$ cat config.mk
export PLATFORM = sky130hd
export DESIGN_NAME = esc_temp
export DESIGN_NICKNAME = d
export VERILOG_FILES = /design/src/rtl/esc_pkg.sv /design/src/rtl/esc_temp.sv
export SDC_FILE = /design/constraint.sdc
export NUM_CORES = 2
export LEC_CHECK = 0
export BUFFER_PORTS_ARGS = -buffer_cell sky130_fd_sc_hd__buf_2
export CAP_MARGIN = 10
export CORE_UTILIZATION = 45
export CTS_BUF_LIST = sky130_fd_sc_hd__clkbuf_8
export DETAILED_ROUTE_END_ITERATION = 10
export PLACE_DENSITY = 0.63
export REMOVE_ABC_BUFFERS = 1
export SETUP_SLACK_MARGIN = 0.2
export SYNTH_ARGS = -nofsm -noshare
export SYNTH_HDL_FRONTEND = slang
export SYNTH_SLANG_ARGS = --single-unit
export TNS_END_PERCENT = 5
$ cat constraint.sdc
create_clock -name clk -period 8.55 [get_ports clk]
set_clock_uncertainty 0.2 [all_clocks]
set_input_delay 0.4275 -clock clk [delete_from_list [all_inputs] [get_ports clk]]
set_output_delay 0.4275 -clock clk [all_outputs]
set_load 0.01 [all_outputs]
$ cat src/rtl/esc_pkg.sv
// Shared types, constants and helper functions for the environmental sensor
// compensation core. No dependencies.
`timescale 1ns / 1ps

package esc_pkg;

  // Configuration register indexes
  localparam logic [2:0] REG_CAL_TEMP       = 3'd0;
  localparam logic [2:0] REG_CAL_PRESS_LOW  = 3'd1;
  localparam logic [2:0] REG_CAL_PRESS_HIGH = 3'd2;
  localparam logic [2:0] REG_CAL_MIXED      = 3'd3;
  localparam logic [2:0] REG_CAL_HUM        = 3'd4;

  localparam int CFG_IDX_W  = 3;
  localparam int CFG_DATA_W = 64;

  // Pipeline depths
  localparam int DIV_BITS  = 64;
  localparam int DIV_LAT   = DIV_BITS + 2;
  localparam int TEMP_LAT  = 3;
  localparam int PRE_LAT   = 4;
  localparam int POST_LAT  = 4;
  localparam int PRESS_LAT = PRE_LAT + DIV_LAT + POST_LAT;
  localparam int HUM_LAT   = 7;
  localparam int HUM_ALIGN = PRESS_LAT - HUM_LAT;
  localparam int CORE_LAT  = TEMP_LAT + PRESS_LAT;

  // Formula constants
  localparam logic [32:0] P_TFINE_OFS  = 33'd128000;
  localparam logic [63:0] P_ADC_BASE   = 64'd1048576;
  localparam logic [63:0] P_SCALE      = 64'd3125;
  localparam logic [63:0] P_P1_BASE    = 64'h0000_8000_0000_0000;
  localparam logic [31:0] H_TFINE_OFS  = 32'd76800;
  localparam logic [31:0] H_ROUND_X    = 32'd16384;
  localparam logic [31:0] H_Y_OFS      = 32'd32768;
  localparam logic [31:0] H_Y_BASE     = 32'd2097152;
  localparam logic [31:0] H_ROUND_Y    = 32'd8192;
  localparam logic signed [31:0] H_MAX = 32'sd419430400;

  typedef struct packed {
    logic [19:0] raw_pressure;
    logic [19:0] raw_temperature;
    logic [15:0] raw_humidity;
  } in_item_t;

  typedef struct packed {
    logic [31:0] temp_centideg;
    logic [31:0] pressure_q24_8;
    logic [16:0] humidity_q22_10;
  } out_item_t;

  // Decoded calibration words
  typedef struct packed {
    logic [15:0] t1;
    logic [15:0] t2;
    logic [15:0] t3;
    logic [15:0] p1;
    logic [15:0] p2;
    logic [15:0] p3;
    logic [15:0] p4;
    logic [15:0] p5;
    logic [15:0] p6;
    logic [15:0] p7;
    logic [15:0] p8;
    logic [15:0] p9;
    logic [7:0]  h1;
    logic [15:0] h2;
    logic [7:0]  h3;
    logic [11:0] h4;
    logic [11:0] h5;
    logic [7:0]  h6;
  } cal_t;

  // Temperature front end output
  typedef struct packed {
    logic        valid;
    logic [31:0] tfine;
    logic [19:0] raw_p;
    logic [15:0] raw_h;
  } tstage_t;

  // Control travelling alongside the divider
  typedef struct packed {
    logic valid;
    logic zero;
  } div_side_t;

  function automatic logic [63:0] sx16_64(input logic [15:0] v);
    sx16_64 = {{48{v[15]}}, v};
  endfunction

  function automatic logic [31:0] sx16_32(input logic [15:0] v);
    sx16_32 = {{16{v[15]}}, v};
  endfunction

  function automatic logic [31:0] sx12_32(input logic [11:0] v);
    sx12_32 = {{20{v[11]}}, v};
  endfunction

  function automatic logic [31:0] sx8_32(input logic [7:0] v);
    sx8_32 = {{24{v[7]}}, v};
  endfunction

endpackage

$ cat src/rtl/esc_temp.sv
// Temperature front end: raw temperature to fine temperature, three stages.
// Depends on esc_pkg.
`timescale 1ns / 1ps

module esc_temp (
  input  logic              clk,
  input  logic              rst_n,
  input  logic              in_valid,
  input  esc_pkg::in_item_t in_item,
  input  esc_pkg::cal_t     cal,
  output esc_pkg::tstage_t  out_stage
);

  logic [31:0] ta, td, dsh;
  logic [31:0] amul_nxt, dd_nxt, a_nxt, bm_nxt, tfine_nxt;
  logic [31:0] amul_r, dd_r, a_r, bm_r, tfine_r;
  logic [2:0]  vld_r;
  logic [19:0] rp_r [0:2];
  logic [15:0] rh_r [0:2];

  // Stage 1: linear and square terms
  always_comb begin
    ta       = {15'd0, in_item.raw_temperature[19:3]} - {15'd0, cal.t1, 1'b0};
    td       = {16'd0, in_item.raw_temperature[19:4]} - {16'd0, cal.t1};
    amul_nxt = ta * esc_pkg::sx16_32(cal.t2);
    dd_nxt   = td * td;
  end

  // Stage 2: scale
  always_comb begin
    a_nxt  = $signed(amul_r) >>> 11;
    dsh    = $signed(dd_r) >>> 12;
    bm_nxt = dsh * esc_pkg::sx16_32(cal.t3);
  end

  // Stage 3: fine temperature
  always_comb begin
    tfine_nxt = a_r + 32'($signed(bm_r) >>> 14);
  end

  always_ff @(posedge clk) begin
    if (!rst_n) begin
      vld_r <= '0;
    end else begin
      vld_r <= {vld_r[1:0], in_valid};
    end
  end

  always_ff @(posedge clk) begin
    amul_r  <= amul_nxt;
    dd_r    <= dd_nxt;
    a_r     <= a_nxt;
    bm_r    <= bm_nxt;
    tfine_r <= tfine_nxt;
    rp_r[0] <= in_item.raw_pressure;
    rh_r[0] <= in_item.raw_humidity;
    rp_r[1] <= rp_r[0];
    rh_r[1] <= rh_r[0];
    rp_r[2] <= rp_r[1];
    rh_r[2] <= rh_r[1];
  end

  assign out_stage.valid = vld_r[2];
  assign out_stage.tfine = tfine_r;
  assign out_stage.raw_p = rp_r[2];
  assign out_stage.raw_h = rh_r[2];

endmodule

# ---- Yosys cells after proc, flatten, opt, wreduce, memory -nomap -nowiden
# Memories as Yosys holds them, arrays and structs flattened.
# Cells that the tools add are included.
dict set report totals {
  ramBits 108
  memories 2
  register_bits 152
  input_bits 315
}
# name words width read_ports rd_clocked_by_memory_dff wr line
set memory_table {}
lappend memory_table {rp_r 3 20 3 0 3 esc_temp.sv:18} ;# logic [19:0] rp_r [0:2];
lappend memory_table {rh_r 3 16 3 0 3 esc_temp.sv:19} ;# logic [15:0] rh_r [0:2];
dict set report classes {
  multipliers 3
  add_sub_neg 3
}
# op n
set op_table {}
lappend op_table {{17-bit by 17-bit multiplier with 32-bit output} 1}
lappend op_table {{18-bit by 16-bit multiplier with 32-bit output} 1}
lappend op_table {{20-bit by 16-bit multiplier with 32-bit output} 1}
lappend op_table {{21-bit by 18-bit adder with 22-bit output} 1}
lappend op_table {{17-bit by 17-bit subtractor with 18-bit output} 1}
lappend op_table {{16-bit by 16-bit subtractor with 17-bit output} 1}

# ---- Depth between registers and ports, before layout
dict set report logic_depth {
  depth_word 2
  depth_mapped 35
  ltp_nobuf 34
}

# ---- Worst setup path before layout
# Ideal clock, no wire load.
dict set report synth_path {
  path_type {input-to-reg}
  start {input in_item[20] in the netlist's numbering}
  end {register amul_r[31]}
  required_time_ns 8.220
  slack_ns 0.432
  stages 33
  setup_time_ns 0.130
  t_arrival_ns 7.788
  cell_sequence {inv_1 > ha_1 > fa_1 > nor2b_1 > o31a_1 > o211ai_1 > nand2b_1 > a21oi_1 > o21ai_0 > xor2_1 > clkbuf_1 > nand2_1 > fa_1 > inv_1 > fa_1 > inv_1 > fa_1 > inv_1 > fa_1 > fa_1 > inv_1 > fa_1 > inv_1 > ha_1 > inv_1 > o21ai_0 > a21oi_1 > o21ai_0 > a221oi_1 > a21oi_1 > or3_1 > a2111oi_2 > xnor3_1}
}
dict set report synth_via {
  elab_chain_len 2
}
# element line
set synth_rtl {}
lappend synth_rtl {{start, declared} esc_temp.sv:9} ;# input esc_pkg::in_item_t in_item,
lappend synth_rtl {{17-bit by 17-bit subtractor with 18-bit output} esc_temp.sv:23} ;# ta = {15'd0, in_item.raw_temperature[19:3]} - {15'd0, cal.t1, 1'b0};
lappend synth_rtl {{18-bit by 16-bit multiplier with 32-bit output} esc_temp.sv:25} ;# amul_nxt = ta * esc_pkg::sx16_32(cal.t2);
lappend synth_rtl {{named net amul_nxt[31]} esc_temp.sv:15} ;# logic [31:0] amul_nxt, dd_nxt, a_nxt, bm_nxt, tfine_nxt;
lappend synth_rtl {{end signal, assigned} esc_temp.sv:50} ;# amul_r <= amul_nxt;
lappend synth_rtl {{end, declared} esc_temp.sv:16} ;# logic [31:0] amul_r, dd_r, a_r, bm_r, tfine_r;
# The timed path passes the listed nets, and every way through them passes these cells.
# A chain may end at the register's enable or synchronous reset.

# ---- Worst setup path in the final report
dict set report layout_path {
  start {input in_item[22] in the netlist's numbering}
  end {register amul_r[30]}
}
# Same word-level chain as after synthesis.

==> run summary <==
The run gives 80300 sq um as the full die area. sky130_fd_sc_hd__fa_1 takes more of the synthesized area than any other cell. The Yosys step of the flow raised 0 warnings. The delay of the slowest critical-path stage works out to 540 ps. The total area inside the core boundary comes to 77800 sq um.

The floorplan row count is 102, and the shortest clock period the worst path allows after layout is 7940 ps. The synthesized netlist occupies a cell area of 35600 sq um. Measured along the y axis, the die boundary spans 283 um. The repair_antennas step left the layout with diodes totalling 0. The total negative slack was 0 ps. The mean instance size in the synthesized netlist works out to 9.49 sq um.

Sorting the synthesized cells by area gives the leading types as sky130_fd_sc_hd__fa_1 (46%), sky130_fd_sc_hd__dfxtp_1 (12%), sky130_fd_sc_hd__inv_1 (10%), sky130_fd_sc_hd__ha_1 (9.7%), sky130_fd_sc_hd__nand2_1 (4.9%). For the initial antenna violation count, the log shows 0. The worst-case clock buffer depth is 3, and the count of flip-flops with a built-in enable after synthesis is 0.

In this run the biggest area consumer among cell types represents 45.9% of the synthesized area. The count of input and output buffers was 172. In the synthesized netlist the async set-or-reset flop fraction comes to 0%. Register bit count reported by yosys: 213. TritonCTS built the clock tree. The final-report setup violation count is 0.

The worst max-slew margin expressed relative to the limit is 25.9%. The type of element capturing the critical path was a flop. The HPWL after detailed placement was 68900 um; the clock-pin slew on the worst setup and hold paths was 70 ps.

The H-tree was split into 2 levels. Final max-slew violation count: 0. The fraction of final layout cells sized beyond drive strength 1 is 10.1%.

The number of iterations in the first detailed-routing pass was 5; the final hold violation count was 0. Clock tree synthesis inserted a total of 37 buffers. Routability-driven placement finished with a final weighted congestion of 0.877. The routed design has 84000 um of wire.

For this run, the top clock speed supported by timing is 126 MHz. Clock latency on the worst-skew pair, taken at its later pin, is 570 ps. The sequential area share after synthesis is 12.0%, and the total via count in the routed design is 24.4k. For the worst setup path, the data required time is 8780 ps.

Clock tree synthesis found a total of 213 sinks. By instance count, the leading cell after synthesis is sky130_fd_sc_hd__inv_1. In the routed design, unresolved DRC markers number 0. The run gives 0 as the total grt overflow. Buffers added to address setup during post-CTS repair amount to 0. Count of nets left with antenna violations after detail routing: 0. The wire length per cell is 16.6 um. The run finished with clean final reports. Entering global routing, the biggest net connects 30 pins. The global-route usage over all layers was 22.0%.

The first-pass GRT wire length was 140000 um. The number of distinct library cells after synthesis came out at 71. In this run the horizontal extent of the chip is 283 um.

The peak fanout along the critical path came out at 15. By startpoint and endpoint, the worst setup path is classified as input port to flop. Setup repair after global routing could not meet its margin everywhere. After the first detailed-routing iteration, the DRC count stood at 1076.

By count the netlist is led by sky130_fd_sc_hd__inv_1 (995), sky130_fd_sc_hd__fa_1 (816), sky130_fd_sc_hd__nand2_1 (466), sky130_fd_sc_hd__ha_1 (277), sky130_fd_sc_hd__dfxtp_1 (213). The predominant post-synthesis flop cell is sky130_fd_sc_hd__dfxtp_1. The net count of the finished layout is 5393. The filler cells instantiated in the layout total 7345.

Dividing the final minimum period by the clock period gives 92.8%. Once the floorplan was initialized, standard cells occupied 45.8% of the core. Counting stages on the worst path, the most repeated cell is sky130_fd_sc_hd__fa_1. In this run the clock root is driven by a sky130_fd_sc_hd__clkbuf_8. Synthesis produced 3754 cells. The path class of the lowest-slack min-delay path was flop to flop. During I/O placement, the number of pins put on the boundary was 384. For the number of global-route vias before repair, the log shows 26.7k.

The worst path arrival time is 8170 ps, and the per-cell via count in the routed design is 4.83. The actual transition at the worst max-transition pin was 1110 ps. For this design, the slowest cell found on the critical path is sky130_fd_sc_hd__fa_1. The sort of element at the start of the critical path is an input port. Layout-stage area growth over the synthesis result: 10.5%. The tools report the number of maximum-capacitance violations as 0.
==> timing repair <==
action / CTS / global route
endpoints found under the setup margin: 0 / 12
hold buffers: 39 / 0
resized for setup: 0 / 5
hold endpoints to repair: 39 / 0
==> critical path, delay by kind of cell <==
family / cells / cell delay, ps
AOI/OAI and AO/OA: 10 / 2000
xor gates and xnor gates: 1 / 150
adders and majority gates: 8 / 3610
buffers and inverters: 8 / 830
and+or+nand+nor: 5 / 1180
==> cells in the final DEF (no fill, tap or decap), types with 11 or more instances in the layout <==
cell type                          n
sky130_fd_sc_hd__ha_1            277
sky130_fd_sc_hd__buf_12           11
sky130_fd_sc_hd__nand3_1          12
sky130_fd_sc_hd__nor2b_1          24
sky130_fd_sc_hd__a21o_1           26
sky130_fd_sc_hd__buf_4           136
sky130_fd_sc_hd__buf_2           172
sky130_fd_sc_hd__nor2_1          130
sky130_fd_sc_hd__clkbuf_8         40
sky130_fd_sc_hd__dlygate4sd3_1    39
sky130_fd_sc_hd__xor2_1           25
sky130_fd_sc_hd__o21a_1           19
sky130_fd_sc_hd__xnor2_1         100
sky130_fd_sc_hd__fa_1            816
sky130_fd_sc_hd__dfxtp_1         213
sky130_fd_sc_hd__and2_1          205
sky130_fd_sc_hd__inv_1          1005
sky130_fd_sc_hd__and3_1           17
sky130_fd_sc_hd__nand2_1         466
sky130_fd_sc_hd__a21oi_1          59
sky130_fd_sc_hd__o21ai_0          30
sky130_fd_sc_hd__nand2b_1         34
sky130_fd_sc_hd__nor3_1           15
==> state kept, by name (all words and copies together), names as in the netlist <==
register	cells
amul_r	21
rh_r	48
rp_r	60
tfine_r	22
vld_r	3
a_r	21
dd_r	20
bm_r	18
==> metrics by stage <==
step                std cells  instance area [sq um]  setup slack [ps]  hold WS [ps]  util, %
floorplan                3588                  34800              48.4           110        -
global placement         4947                  38300              64.3           110     49.1
detailed placement       4947                  38300              60.5           112     49.1
CTS                      5046                  39300               638          93.1     50.5
global route             5046                  39400               147           122     50.6
finish                   5046                  39400               613           105     50.6
==> path summary, 6_finish.rpt <==
| path | startpoint | endpoint | slack, ps | cells past startpoint |
|---|---|---|---|---|
| setup reg to reg | dd_r[19] | bm_r[31] | 1440 | 22 |
| hold / removal | amul_r[15] | a_r[4] | 110 | 0 |
| setup / recovery | in_item[22] | amul_r[30] | 610 | 32 |
| hold reg to reg | amul_r[15] | a_r[4] | 110 | 0 |
==> layout make-up <==
| class | instances | area [sq um] | area share [%] |
|---|---|---|---|
| clock inverter | 20 | 140 | 0.356 |
| inverter | 1004 | 3770 | 9.58 |
| timing repair buffer | 358 | 2490 | 6.33 |
| tap | 1040 | 1300 | 3.31 |
| sequential | 213 | 4260 | 10.8 |
| clock buffer | 40 | 551 | 1.40 |
| multi-input combinational | 2371 | 26800 | 68.2 |
==> kinds of logic after synthesis <==
kind of cell	synth area share (%)
AOI/OAI and AO/OA	3.98
xor gates and xnor gates	3.35
adders and majority gates	55.6
buffers and inverters	12.9
DFF	12.0
muxes	0.0597
and+or+nand+nor	12.2
==> layer usage <==
layer  vias to the layer above  track usage, %  wire (um)
met4                         0            4.89       1970
met2                       662            38.0      41200
li1                      11255               -          -
met1                     12335            29.7      36600
met3                       121            2.54       4260
met5                         -               0          0
Power is left out: the tool's default activity adds up to more than one toggle a clock period on the data nets, which glitch-free logic cannot reach.
